File: config.mk
export PLATFORM = sky130hd
export DESIGN_NAME = sdrq_ctrl
export DESIGN_NICKNAME = d
export VERILOG_FILES = /design/src/sv/sdrq_pkg.sv /design/src/sv/sdrq_ctrl.sv
export SDC_FILE = /design/constraint.sdc
export NUM_CORES = 1
export LEC_CHECK = 0
export ABC_CLOCK_PERIOD_IN_PS = 1250
export BUFFER_PORTS_ARGS = -buffer_cell sky130_fd_sc_hd__buf_2
export CAP_MARGIN = 10
export CORE_AREA = 2 2 39 41
export CTS_CLUSTER_SIZE = 30
export DETAILED_ROUTE_END_ITERATION = 8
export DIE_AREA = 0 0 41 43
export PLACE_DENSITY = 0.41
export SLEW_MARGIN = 20
export SYNTH_ARGS = -nofsm -noshare
export SYNTH_HDL_FRONTEND = slang
export SYNTH_SLANG_ARGS = --single-unit
File: constraint.sdc
create_clock -name clk -period 1.25 [get_ports clk]
set_input_delay 0.25 -clock clk [delete_from_list [all_inputs] [get_ports clk]]
set_output_delay 0.25 -clock clk [all_outputs]
set_load 0.01 [all_outputs]
File: src/sv/sdrq_pkg.sv
// shared types and codes for the stream descriptor ring queue
package sdrq_pkg;

    // configuration port
    localparam int CFG_IDX_W  = 2;
    localparam int CFG_DATA_W = 7;

    localparam logic [CFG_IDX_W-1:0]  CFG_DEPTH       = 2'd0;
    localparam logic [CFG_IDX_W-1:0]  CFG_STILL       = 2'd1;
    localparam logic [CFG_IDX_W-1:0]  CFG_HDR_CODE    = 2'd2;
    localparam logic [CFG_DATA_W-1:0] DEPTH_CFG_RESET = 7'd64;

    // request codes
    typedef enum logic [1:0] {
        ACT_PUSH  = 2'd0,
        ACT_POP   = 2'd1,
        ACT_QUERY = 2'd2
    } action_t;

    // request beat
    typedef struct packed {
        logic [1:0]  action;
        logic [31:0] in_start_addr;
        logic [31:0] in_end_addr;
        logic [31:0] in_size;
        logic [3:0]  in_pic_type;
    } req_t;

    // response beat
    typedef struct packed {
        logic        done_ok;
        logic [31:0] out_start_addr;
        logic [31:0] out_end_addr;
        logic [31:0] out_size;
        logic [3:0]  out_pic_type;
        logic [5:0]  entry_count;
        logic [31:0] merged_size;
    } rsp_t;

    // one ring slot
    typedef struct packed {
        logic [31:0] start_addr;
        logic [31:0] end_addr;
        logic [31:0] size;
        logic [3:0]  frame_code;
    } desc_t;

    // controller states
    typedef enum logic [1:0] {
        ST_IDLE     = 2'd0,
        ST_POP_DATA = 2'd1,
        ST_WALK     = 2'd2
    } state_t;

    // where a response is built from
    typedef enum logic [1:0] {
        RES_FLAG  = 2'd0,
        RES_POP   = 2'd1,
        RES_QUERY = 2'd2
    } res_src_t;

    // controller to datapath
    typedef struct packed {
        logic     push_we;
        logic     pop_adv;
        logic     walk_rd;
        logic     query_start;
        logic     walk_step;
        logic     res_load;
        res_src_t res_src;
        logic     res_ok;
    } ctrl_cmd_t;

    // datapath to controller
    typedef struct packed {
        logic full;
        logic empty;
        logic res_free;
        logic walk_adv;
    } dp_status_t;

endpackage

File: src/sv/sdrq_ctrl.sv
// sequencing of push, pop and query walk for the descriptor ring
module sdrq_ctrl (
    input  logic                   clk,
    input  logic                   rst_n,
    input  logic                   req_valid,
    input  logic [1:0]             req_action,
    input  sdrq_pkg::dp_status_t   sts,
    output logic                   ready,
    output sdrq_pkg::ctrl_cmd_t    cmd
);
    import sdrq_pkg::*;

    state_t state_reg;
    state_t state_next;
    logic   accept;

    // state register
    always_ff @(posedge clk or negedge rst_n)
    begin
        if (!rst_n)
        begin
            state_reg <= ST_IDLE;
        end
        else
        begin
            state_reg <= state_next;
        end
    end

    // next state and commands
    always_comb
    begin
        state_next      = state_reg;
        ready           = 1'b0;
        accept          = 1'b0;
        cmd             = '0;
        cmd.res_src     = RES_FLAG;
        unique case (state_reg)
            ST_IDLE:
            begin
                ready  = sts.res_free;
                accept = req_valid && sts.res_free;
                if (accept)
                begin
                    unique case (req_action)
                        ACT_PUSH:
                        begin
                            cmd.push_we  = !sts.full;
                            cmd.res_load = 1'b1;
                            cmd.res_ok   = !sts.full;
                        end
                        ACT_POP:
                        begin
                            if (sts.empty)
                            begin
                                cmd.res_load = 1'b1;
                            end
                            else
                            begin
                                cmd.pop_adv = 1'b1;
                                state_next  = ST_POP_DATA;
                            end
                        end
                        ACT_QUERY:
                        begin
                            cmd.query_start = 1'b1;
                            if (sts.empty)
                            begin
                                cmd.res_load = 1'b1;
                                cmd.res_ok   = 1'b1;
                            end
                            else
                            begin
                                state_next = ST_WALK;
                            end
                        end
                        default:
                        begin
                            // unknown code: refused, nothing changes
                            cmd.res_load = 1'b1;
                        end
                    endcase
                end
            end
            ST_POP_DATA:
            begin
                cmd.res_load = 1'b1;
                cmd.res_src  = RES_POP;
                cmd.res_ok   = 1'b1;
                state_next   = ST_IDLE;
            end
            ST_WALK:
            begin
                cmd.walk_rd = 1'b1;
                if (sts.walk_adv)
                begin
                    cmd.walk_step = 1'b1;
                end
                else
                begin
                    cmd.res_load = 1'b1;
                    cmd.res_src  = RES_QUERY;
                    cmd.res_ok   = 1'b1;
                    state_next   = ST_IDLE;
                end
            end
            default:
            begin
                state_next = ST_IDLE;
            end
        endcase
    end

endmodule

# --- Word level (Yosys, flattened, before mapping) ---
# Cells that the tools add are included.
word_totals:
  wordCells: 43
  ff_bits: 2
  output_inout_bits: 10
op_classes:
  n_eq_ne: 9
  n_reduce_logical: 6
  muxes: 27
op_table:
  columns: ["operator", "count"]
  rows:
  - ["1-bit 2-to-1 mux", 14]
  - ["2-bit 2-to-1 mux", 6]
  - ["2-bit one-hot mux with 2 select lines", 3]
  - ["3-bit inequality test (second input constant)", 2]
  - ["1-bit one-hot mux with 3 select lines", 2]
  - ["5-bit AND reduction", 1]
  - ["2-bit by 1-bit equality test with 1-bit output (second input constant)", 2]
  - ["2-bit equality test (second input constant)", 2]
  - ["2-bit zero test", 2]
  - ["4-bit 2-to-1 mux", 1]
  - ["2-bit inequality test (second input constant)", 2]
  - ["3-bit by 1-bit inequality test with 1-bit output (second input constant)", 1]
  - ["1-bit one-hot mux with 2 select lines", 1]
  - ["2-bit OR reduction", 1]
  - ["1-bit logical AND", 1]
  - ["1-bit zero test", 1]

# --- Depth between registers and ports, before layout ---
# Gate-level depths: netlist of the first run.
logic_depth:
  ltp_word: 5
  mapped_depth: 5

# --- Worst setup path before layout of the first run ---
# Ideal clock, no wire load.
synth_timing:
  kind: "register -> output"
  start: "register state_reg[1]"
  end: "output port cmd[0] in the netlist's numbering"
  arrival_time_ps: 1118
  setup_slack_ps: -118
  n_path_buf: 0
  path_stages_with_launch: 4
  path_cell_list: "dfrtp_1 -> nor3b_4 -> nand2_2 -> o21ai_0"
synth_rtl:
  columns: ["item", "line_no", "rtl"]
  rows:
  - ["start: declaration", "sdrq_ctrl.sv:13", "state_t state_reg;"]
  - ["start signal: assignment", "sdrq_ctrl.sv:26", "state_reg <= state_next;"]
  - ["end: declaration", "sdrq_ctrl.sv:9", "output sdrq_pkg::ctrl_cmd_t cmd"]

==> PnR_summary.wiki, run 1 <==
{| class="wikitable"
! Metric !! Value
|-
| Run status || finished, violations left
|-
| Violated checks || setup timing
|-
| Sequential cell area fraction in the yosys report || 0.213
|-
| Post-DR vias/cell || 3.96
|-
| Met2 capacity usage during global routing || 0.125
|-
| Maximum buffer depth of the clock tree || 2
|-
| Post-detailed-route DRC marker count || 0
|-
| Critical Path, Cell by Cell || nor3b_4 -> nand2_2 -> o21ai_2 -> buf_2
|-
| Largest cells by area after synthesis || sky130_fd_sc_hd__dfrtp_1 21%, sky130_fd_sc_hd__ha_1 16%, sky130_fd_sc_hd__nor4_4 9.0%
|-
| Pin count of the biggest net entering global routing || 5
|-
| Global-route track usage on met1 || 0.105
|-
| Overall via count from detail_route || 289
|-
| Cell taking the most area after synthesis || sky130_fd_sc_hd__dfrtp_1
|-
| Number of global-route vias before repair || 276
|-
| Most utilized layer in the global route result || met2
|-
| Final setup violating endpoints || 10
|-
| Top cell types by occurrence after synthesis || 3 x sky130_fd_sc_hd__ha_1, 3 x sky130_fd_sc_hd__inv_1, 3 x sky130_fd_sc_hd__nor2b_1
|-
| Largest register FFs || 2
|-
| Total standard cell area after synthesis || 235 sq um
|-
| Power density over the cells || 623 nW/um^2
|-
| Max-cap violation count || 0
|-
| Routed wire per std cell || 9.03 um
|-
| Required arrival time at the worst endpoint || 1000 ps
|-
| TritonCTS clock tree || done
|-
| Final WS setup || -305 ps
|-
| Final worst path period share || 1.24
|-
| Starting DRT DRC Count || 0
|-
| CP Launch Type || flip-flop
|-
| Mapped Avg Cell Area || 9.05 sq um
|-
| Mapped Nets || 38
|-
| Share of the synthesized area in the top cell type || 0.213
|-
| Number of nets with antenna violations after routing || 0
|-
| Number of top-level pins || 19
|-
| Critical Path End Type || primary output
|-
| Post-Place Cell Area || 405 sq um
|-
| Slowest stage delay, CP || 430 ps
|-
| Final clock skew || 0.626 ps
|-
| Die area || 1760 sq um
|-
| Number of port buffers || 18
|-
| Worst min-delay path class || primary input to async pin
|-
| Worst slew slack as a fraction of its limit || 0.852
|-
| Final critical delay including setup and external delays || 1550 ps
|-
| Share of the core filled with cells || 0.358
|-
| Area taken by multi-input logic gates || 200 sq um
|-
| Maximum net fanout on the critical path || 4
|-
| Antenna Diode Count || 0
|-
| Vertical die dimension || 43 um
|-
| Total CTS buffers || 3
|-
| Fill cell count || 149
|-
| Worst Path Arrival || 1300 ps
|-
| Fin area || 495 sq um
|-
| Combined flip-flop and latch cell area || 51.3 sq um
|-
| Post-synth ARST share || 1.00
|-
| Core area || 1380 sq um
|-
| Slew Viols, Final || 0
|-
| Number of standard cells after synthesis || 26
|-
| Detailed-placement wirelength estimate || 530 um
|-
| CTS sink count || 2
|-
| Library cell contributing the largest single delay on the critical path || sky130_fd_sc_hd__dfrtp_2
|-
| Clock insertion delay at the later pin of the skew report || 220 ps
|-
| Maximum frequency from static timing analysis || 643 MHz
|-
| Post-CTS clock slew at the launch and capture registers of the worst setup and hold paths || 30 ps
|-
| FF+latch count, synth || 2
|-
| Overall track demand over capacity in global routing || 0.0912
|-
| Count of flip-flops with a built-in enable after synthesis || 0
|-
| Kind of critical path || flip-flop to primary output
|-
| Hold violation total from the final report || 0
|-
| CTS root buf || sky130_fd_sc_hd__clkbuf_4
|-
| Most used flip-flop cell after synthesis || sky130_fd_sc_hd__dfrtp_1
|-
| Net total in the final layout || 71
|-
| # rows || 14
|-
| Number of antenna violations at the first check in global routing || 0
|-
| Horizontal extent of the die || 41 um
|-
| Starting utilization of the core area || 0.170
|-
| Remaining Overflow, GRT || 0
|-
| Slew of the pin with the lowest slew margin || 222 ps
|-
| Layout area overhead || 111%
|-
| Setup slack, reg-to-reg || -170 ps
|-
| Setup repair after global routing missed its margin || yes
|-
| Layout cell share with drive strength beyond 1 || 0.754
|-
| Grt met3 use || 0.0471
|-
| Static power due to leakage || 0.279 nW
|-
| Detailed-route wire length || 659 um
|-
| Wire length of the first global-routing pass || 1.06 mm
|-
| Number of distinct standard cells referenced by the synthesized netlist || 16
|-
| Peak ir drop on the vdd network || 0.324 mV
|-
| Yosys Warn Count || 0
|-
| # H-tree levels || 1
|-
| Weighted congestion reported at the end of routability-driven placement || 0.598
|-
| Number of detailed-route iterations in the first pass || 1
|}
layout make-up:
cell class,count,share of cell area
clock buffer,3,0.0455
multi-input combinational,21,0.404
inverter,3,0.0227
sequential,2,0.104
tap,16,0.0404
timing repair buffer,28,0.384
routing by layer:
layer	share of wire	vias to the layer above	routed length, um
li1	-	149	-
met1	0.45	123	296
met2	0.44	17	287
met3	0.11	0	75
met4	0	0	0
met5	0	-	0
layout by cell type, fill, tap and decap left out, drive strengths merged:
cell | synthesis | layout
dfrtp | 2 | 2
and2 | 1 | 1
a21oi | 1 | 1
nor3b | 2 | 2
nor2 | 2 | 2
nand2 | 2 | 2
nor4 | 1 | 1
a21o | 1 | 1
ha | 3 | 3
nor2b | 3 | 3
inv | 3 | 3
clkbuf | 0 | 3
dlygate4sd3 | 0 | 1
o21ai | 2 | 2
and3 | 2 | 2
buf | 0 | 27
and2b | 1 | 1
metrics by stage:
stage | worst slack [ps] | power (W) | hold slack (ps) | TNS (ps) | instances
floorplan | -26.5 | 0.000112 | -45.6 | -72.6 | 26
global placement | -90.5 | 0.000157 | 38.4 | -401 | 66
detailed placement | -91.4 | 0.000156 | 36.8 | -430 | 66
CTS | -321 | 0.000316 | 333 | -1910 | 71
global route | -385 | 0.000339 | 352 | -2720 | 73
finish | -305 | 0.000309 | 350 | -2000 | 73
power by group:
part,internal (W),switching [W],leakage (nW)
sequential,0.0000669,0.00000240,0.0260
combinational,0.0000539,0.0000438,0.239
clock,0.000106,0.0000357,0.0138
total,0.000227,0.0000819,0.279
path summary, 6_finish.rpt:
check / cells after the start / endpoint / start
min reg2reg: 5 / state_reg[0] / state_reg[0]
max reg2reg: 5 / state_reg[0] / state_reg[0]
max: 4 / cmd[0] / state_reg[0]
max in group asynchronous: 2 / state_reg[0] / rst_n
min: 2 / state_reg[0] / rst_n
min in group clk: 3 / state_reg[1] / sts[2]
timing repair:
action,CTS,global route
pin swaps,4,4
endpoints found under the setup margin,10,11
hold endpoints to repair,2,0
gates resized for setup,4,4
buffers inserted,1,2
hold buffers,1,0
cells by family after synthesis:
logic type,Yosys count,synth area share
compound gates,4,0.0957
buf+inv,3,0.0479
fa+ha+maj,3,0.160
simple gates,14,0.484
flops,2,0.213
critical path, delay by kind of cell, from the launching register on:
family | cells | cell delay [ps]
and+or+nand+nor | 2 | 400
DFF | 1 | 430
AOI/OAI and AO/OA | 1 | 120
buffers and inverters | 1 | 130
Power figures use the tool's default switching activity.
==> inputs of run 2 (changes only) <==
--- a/config.mk
+++ b/config.mk
@@ -8,11 +8,13 @@
 export ABC_CLOCK_PERIOD_IN_PS = 1250
 export BUFFER_PORTS_ARGS = -buffer_cell sky130_fd_sc_hd__buf_2
 export CAP_MARGIN = 10
+export CELL_PAD_IN_SITES_DETAIL_PLACEMENT = 0
+export CELL_PAD_IN_SITES_GLOBAL_PLACEMENT = 1
 export CORE_AREA = 2 2 39 41
 export CTS_CLUSTER_SIZE = 30
 export DETAILED_ROUTE_END_ITERATION = 8
 export DIE_AREA = 0 0 41 43
-export PLACE_DENSITY = 0.41
+export PLACE_DENSITY = 0.55
 export SLEW_MARGIN = 20
 export SYNTH_ARGS = -nofsm -noshare
 export SYNTH_HDL_FRONTEND = slang
==> PnR_summary.wiki, run 2 (synthesis gave the netlist of run 1 again) <==
{| class="wikitable"
! Metric !! Value
|-
| Run status || finished, violations left
|-
| Violated checks || setup timing
|-
| Power density over the cells || 624 nW/um^2
|-
| Static power due to leakage || 0.298 nW
|-
| Leading cell type in the layout, fill and taps excluded || sky130_fd_sc_hd__buf_2
|-
| Detailed-placement wirelength estimate || 583 um
|-
| Number of nets with antenna violations after routing || 0
|-
| # rows || 14
|-
| Hold violation total from the final report || 0
|-
| Required arrival time at the worst endpoint || 1000 ps
|-
| Post-detailed-route DRC marker count || 0
|-
| Setup Slack @ Placement || -80.3 ps
|-
| CTS root buf || sky130_fd_sc_hd__clkbuf_4
|-
| Final critical delay including setup and external delays || 1580 ps
|-
| Source of the critical timing path || state_reg[0]
|-
| Critical Path End Type || primary output
|-
| Critical Path, Cell by Cell || nor3b_4 -> nand2_2 -> o21ai_2 -> buf_2
|-
| Number of port buffers || 18
|-
| Maximum frequency from static timing analysis || 634 MHz
|-
| Worst Path Arrival || 1330 ps
|-
| Clock insertion delay at the later pin of the skew report || 230 ps
|-
| CTS sink count || 2
|-
| CP Launch Type || flip-flop
|-
| Remaining Overflow, GRT || 0
|-
| Final WS setup || -328 ps
|-
| Maximum net fanout on the critical path || 4
|-
| Global-route track usage on met1 || 0.106
|-
| Final clock skew || 6.55 ps
|-
| Layout cell share with drive strength beyond 1 || 0.800
|-
| RR Startpoint || state_reg[0]
|-
| Detailed-route wire length || 863 um
|-
| Net total in the final layout || 74
|-
| Max-cap violation count || 0
|-
| Routed wire per std cell || 11.4 um
|-
| Maximum buffer depth of the clock tree || 2
|-
| # H-tree levels || 1
|-
| Core area || 1380 sq um
|-
| Wire length of the first global-routing pass || 1.12 mm
|-
| Slew of the pin with the lowest slew margin || 228 ps
|-
| Setup repair after global routing missed its margin || yes
|-
| Number of top-level pins || 19
|-
| Placed instance count || 66
|-
| Slew Viols, Final || 0
|-
| Worst min-delay path class || primary input to async pin
|-
| Peak ir drop on the vdd network || 0.257 mV
|-
| Final setup violating endpoints || 11
|-
| Antenna Diode Count || 0
|-
| Starting DRT DRC Count || 1
|-
| Library cell contributing the largest single delay on the critical path || sky130_fd_sc_hd__dfrtp_2
|-
| Final worst path period share || 1.26
|-
| Family with the most delay on the worst path || flip-flops
|-
| Post-CTS clock slew at the launch and capture registers of the worst setup and hold paths || 40 ps
|-
| Horizontal extent of the die || 41 um
|-
| Largest register FFs || 2
|-
| Die area || 1760 sq um
|-
| Overall track demand over capacity in global routing || 0.0984
|-
| Total CTS buffers || 3
|-
| Commonest cells after routing, fill and taps aside || 14 x sky130_fd_sc_hd__buf_2, 9 x sky130_fd_sc_hd__buf_4, 7 x sky130_fd_sc_hd__buf_6
|-
| Final-layout setup total negative slack || -2360 ps
|-
| Vertical die dimension || 43 um
|-
| Kind of critical path || flip-flop to primary output
|-
| Weighted congestion reported at the end of routability-driven placement || 0.609
|-
| Most utilized layer in the global route result || met2
|-
| Met2 capacity usage during global routing || 0.144
|-
| Worst slew slack as a fraction of its limit || 0.848
|-
| Number of detailed-route iterations in the first pass || 4
|-
| Final non-filler cell total || 76
|-
| Starting utilization of the core area || 0.170
|-
| Grt met3 use || 0.0366
|-
| Overall via count from detail_route || 325
|-
| Layout area overhead || 130%
|-
| Post-DR vias/cell || 4.28
|-
| Fill cell count || 149
|-
| Slowest stage delay, CP || 430 ps
|-
| TritonCTS clock tree || done
|-
| Worst path buffer plus inverter count || 1
|-
| Number of global-route vias before repair || 297
|-
| Pin count of the biggest net entering global routing || 5
|-
| Number of antenna violations at the first check in global routing || 0
|}
run 2: cell types whose count changed in the layout (fill, tap and decap cells not counted), sizes merged:
cell,previous run,this run
buf,27,30
run 2: final cells by class:
cell class,count,area [sq um],share of cell area
Sequential cell,2,52.6,0.0972
Multi-Input combinational cell,21,208,0.384
Tap cell,16,20.0,0.0370
Timing Repair Buffer,31,226,0.419
Clock buffer,3,22.5,0.0417
Inverter,3,11.3,0.0208
run 2: repair_timing:
action / 4_1_cts / 5_1_grt
pin swaps: 2 / 4
cloned: 0 / 0
hold buffers: 1 / 0
gates resized for setup: 5 / 10
endpoints found under the setup margin: 10 / 11
setup buffers: 2 / 6
endpoints found under the hold margin: 2 / 0
run 2: power breakdown:
group          total [W]  internal, W  switching, W
Clock           0.000152     0.000107     0.0000451
Combinational   0.000116    0.0000663     0.0000494
Sequential     0.0000696    0.0000670    0.00000251
run 2: per-stage QoR:
stage          instance area [sq um]  hold WS (ps)  total power [W]  utilization
3_5_place_dp                     405          38.3         0.000157        0.293
2_1_floorplan                    250         -45.6         0.000112            -
3_3_place_gp                     405          39.0         0.000158        0.293
4_1_cts                          470           339         0.000324        0.340
6_report                         541           337         0.000337        0.391
5_1_grt                          541           349         0.000354        0.391
run 2: worst reg2reg max path, stage by stage, from the launching register on:
cell	delay, ps
sky130_fd_sc_hd__dfrtp_2	430
sky130_fd_sc_hd__nor3b_4	270
sky130_fd_sc_hd__nand2_2	130
sky130_fd_sc_hd__buf_4	160
sky130_fd_sc_hd__buf_6	100
sky130_fd_sc_hd__buf_6	110
sky130_fd_sc_hd__nor4_4	240
run 2: final timing paths:
check | slack [ps] | cells past startpoint | end
min in group clk | 350 | 3 | state_reg[1]
max in group asynchronous | 800 | 2 | state_reg[1]
worst min-delay path | 340 | 2 | state_reg[0]
worst min register to register | 890 | 4 | state_reg[0]
worst max-delay path | -330 | 4 | cmd[0]
worst max register to register | -290 | 6 | state_reg[0]
run 2: per-layer routing:
| metal | share of wire | routed length [um] | vias up |
|---|---|---|---|
| li1 | - | - | 154 |
| met1 | 0.43 | 368 | 142 |
| met2 | 0.45 | 386 | 25 |
| met3 | 0.11 | 97 | 4 |
| met4 | 0.012 | 10 | 0 |
| met5 | 0 | 0 | - |
==> inputs of run 3 (changes only) <==
--- a/config.mk
+++ b/config.mk
@@ -11,10 +11,12 @@
 export CELL_PAD_IN_SITES_DETAIL_PLACEMENT = 0
 export CELL_PAD_IN_SITES_GLOBAL_PLACEMENT = 1
 export CORE_AREA = 2 2 39 41
+export CTS_CLUSTER_DIAMETER = 30
 export CTS_CLUSTER_SIZE = 30
 export DETAILED_ROUTE_END_ITERATION = 8
 export DIE_AREA = 0 0 41 43
 export PLACE_DENSITY = 0.55
+export SETUP_SLACK_MARGIN = 0.15
 export SLEW_MARGIN = 20
 export SYNTH_ARGS = -nofsm -noshare
 export SYNTH_HDL_FRONTEND = slang
==> PnR_summary.wiki, run 3 (synthesis gave the netlist of run 1 again) <==
{| class="wikitable"
! Metric !! Value
|-
| Worst slew slack as a fraction of its limit || 0.838
|-
| Hold_ws || 336 ps
|-
| Final WS setup || -300 ps
|-
| Horizontal extent of the die || 41 um
|-
| Fill cell count || 154
|-
| Power density over the cells || 612 nW/um^2
|-
| Placed instance count || 68
|-
| Starting DRT DRC Count || 1
|-
| Final setup violating endpoints || 11
|-
| Commonest cells after routing, fill and taps aside || 13 x sky130_fd_sc_hd__buf_2, 9 x sky130_fd_sc_hd__buf_4, 7 x sky130_fd_sc_hd__buf_6
|-
| Wire length of the first global-routing pass || 1.15 mm
|-
| Number of top-level pins || 19
|-
| Peak ir drop on the vdd network || 0.268 mV
|-
| Layout area overhead || 127%
|-
| Power Internal || 0.000239 W
|-
| Number of antenna violations at the first check in global routing || 0
|-
| Maximum frequency from static timing analysis || 645 MHz
|-
| Worst min-delay path class || primary input to flip-flop
|-
| Maximum net fanout on the critical path || 4
|-
| Final worst path period share || 1.24
|-
| Number of nets with antenna violations after routing || 0
|-
| Violated checks || setup timing
|-
| Run status || finished, violations left
|-
| Detailed-placement wirelength estimate || 588 um
|-
| Fraction of power spent switching nets || 0.270
|-
| Power share of the sequential group || 0.212
|-
| TritonCTS clock tree || done
|-
| Slew of the pin with the lowest slew margin || 242 ps
|-
| Number of global-route vias before repair || 286
|-
| Max-cap violation count || 0
|-
| Final clock skew || 0.872 ps
|-
| Routed wire per std cell || 11.0 um
|-
| Total CTS buffers || 3
|-
| WHS Path Cells || 3
|-
| Overall via count from detail_route || 299
|-
| Number of detailed-route iterations in the first pass || 2
|-
| Setup slack, reg-to-reg || -70 ps
|-
| Weighted congestion reported at the end of routability-driven placement || 0.598
|-
| Share of total power in the clock network || 0.441
|-
| Final non-filler cell total || 75
|-
| Depth of the worst register-to-register path || 5
|-
| Maximum buffer depth of the clock tree || 2
|-
| Vertical die dimension || 43 um
|-
| CP Launch Type || flip-flop
|-
| Critical Path End Type || primary output
|-
| Power share of the combinational group || 0.347
|-
| Overall track demand over capacity in global routing || 0.105
|-
| Detailed-route wire length || 822 um
|-
| Slew Viols, Final || 0
|-
| Final critical delay including setup and external delays || 1550 ps
|-
| Required arrival time at the worst endpoint || 1000 ps
|-
| Remaining Overflow, GRT || 0
|-
| # H-tree levels || 1
|-
| Post-DR vias/cell || 3.99
|-
| Layout cell share with drive strength beyond 1 || 0.780
|-
| Kind of critical path || flip-flop to primary output
|-
| Static power due to leakage || 0.293 nW
|-
| Final-layout setup total negative slack || -2130 ps
|-
| Worst Path Arrival || 1300 ps
|-
| Starting utilization of the core area || 0.170
|-
| # rows || 14
|-
| Psw || 0.0000884 W
|-
| Hold violation total from the final report || 0
|-
| Number of port buffers || 18
|-
| Post-CTS clock slew at the launch and capture registers of the worst setup and hold paths || 30 ps
|-
| Post-detailed-route DRC marker count || 0
|-
| Core area || 1380 sq um
|-
| Antenna Diode Count || 0
|-
| Pin count of the biggest net entering global routing || 5
|-
| Leading cell type in the layout, fill and taps excluded || sky130_fd_sc_hd__buf_2
|-
| Setup repair after global routing missed its margin || yes
|-
| Net total in the final layout || 73
|-
| CTS sink count || 2
|-
| Die area || 1760 sq um
|-
| CTS root buf || sky130_fd_sc_hd__clkbuf_4
|-
| Clock insertion delay at the later pin of the skew report || 220 ps
|-
| Largest register FFs || 2
|}
run 3: per-layer routing:
metal,routed length [um],global-route usage,part of all wire
met1,316,0.103,0.38
met2,420,0.159,0.51
met3,85,0.0524,0.10
met4,0,0.0800,0
met5,0,0,0
run 3: power by group through the flow:
stage          sequential, W  clock (W)  combinational, W
3_3_place_gp       0.0000694          0         0.0000936
6_report           0.0000692   0.000144          0.000114
5_1_grt            0.0000697   0.000163          0.000124
2_1_floorplan      0.0000694          0         0.0000432
3_5_place_dp       0.0000695          0         0.0000922
4_1_cts            0.0000688   0.000158          0.000107
run 3: final cells by class:
type / instances / area, sq um / share of cell area
repair buffers: 30 / 221 / 0.415
flip-flops and latches: 2 / 51.3 / 0.0960
multi-input cells: 21 / 208 / 0.389
inverters: 3 / 11.3 / 0.0211
clock buffers: 3 / 22.5 / 0.0422
well taps: 16 / 20.0 / 0.0375
run 3: through the flow:
| step | setup slack, ps | util | power, W | area (sq um) |
|---|---|---|---|---|
| 2_1_floorplan | -25.7 | - | 0.000113 | 253 |
| 3_3_place_gp | -93.7 | 0.306 | 0.000163 | 423 |
| 6_report | -300 | 0.386 | 0.000327 | 534 |
| 3_5_place_dp | -77.4 | 0.306 | 0.000162 | 423 |
| 5_1_grt | -390 | 0.386 | 0.000357 | 534 |
| 4_1_cts | -313 | 0.354 | 0.000334 | 489 |
run 3: worst max-delay path, cell delays in order, from the launching register on:
cell and delay [ps]:
sky130_fd_sc_hd__dfrtp_2 420, sky130_fd_sc_hd__nor3b_4 280, sky130_fd_sc_hd__nand2_2 130, sky130_fd_sc_hd__o21ai_2 110, sky130_fd_sc_hd__buf_2 130
run 3: timing repair:
action	CTS	global route
gates resized for setup	4	8
pin swaps	3	3
buffers inserted	2	1
endpoints found under the setup margin	12	12
hold buffers	1	0
endpoints found under the hold margin	2	0
run 3: path summary, 6_finish.rpt:
| kind | start | to |
|---|---|---|
| worst max-delay path | state_reg[0] | cmd[3] |
| worst min-delay path | sts[2] | state_reg[1] |
| worst max register to register | state_reg[0] | state_reg[0] |
| worst min register to register | state_reg[0] | state_reg[0] |
| max in group asynchronous | rst_n | state_reg[0] |
| min in group asynchronous | rst_n | state_reg[1] |
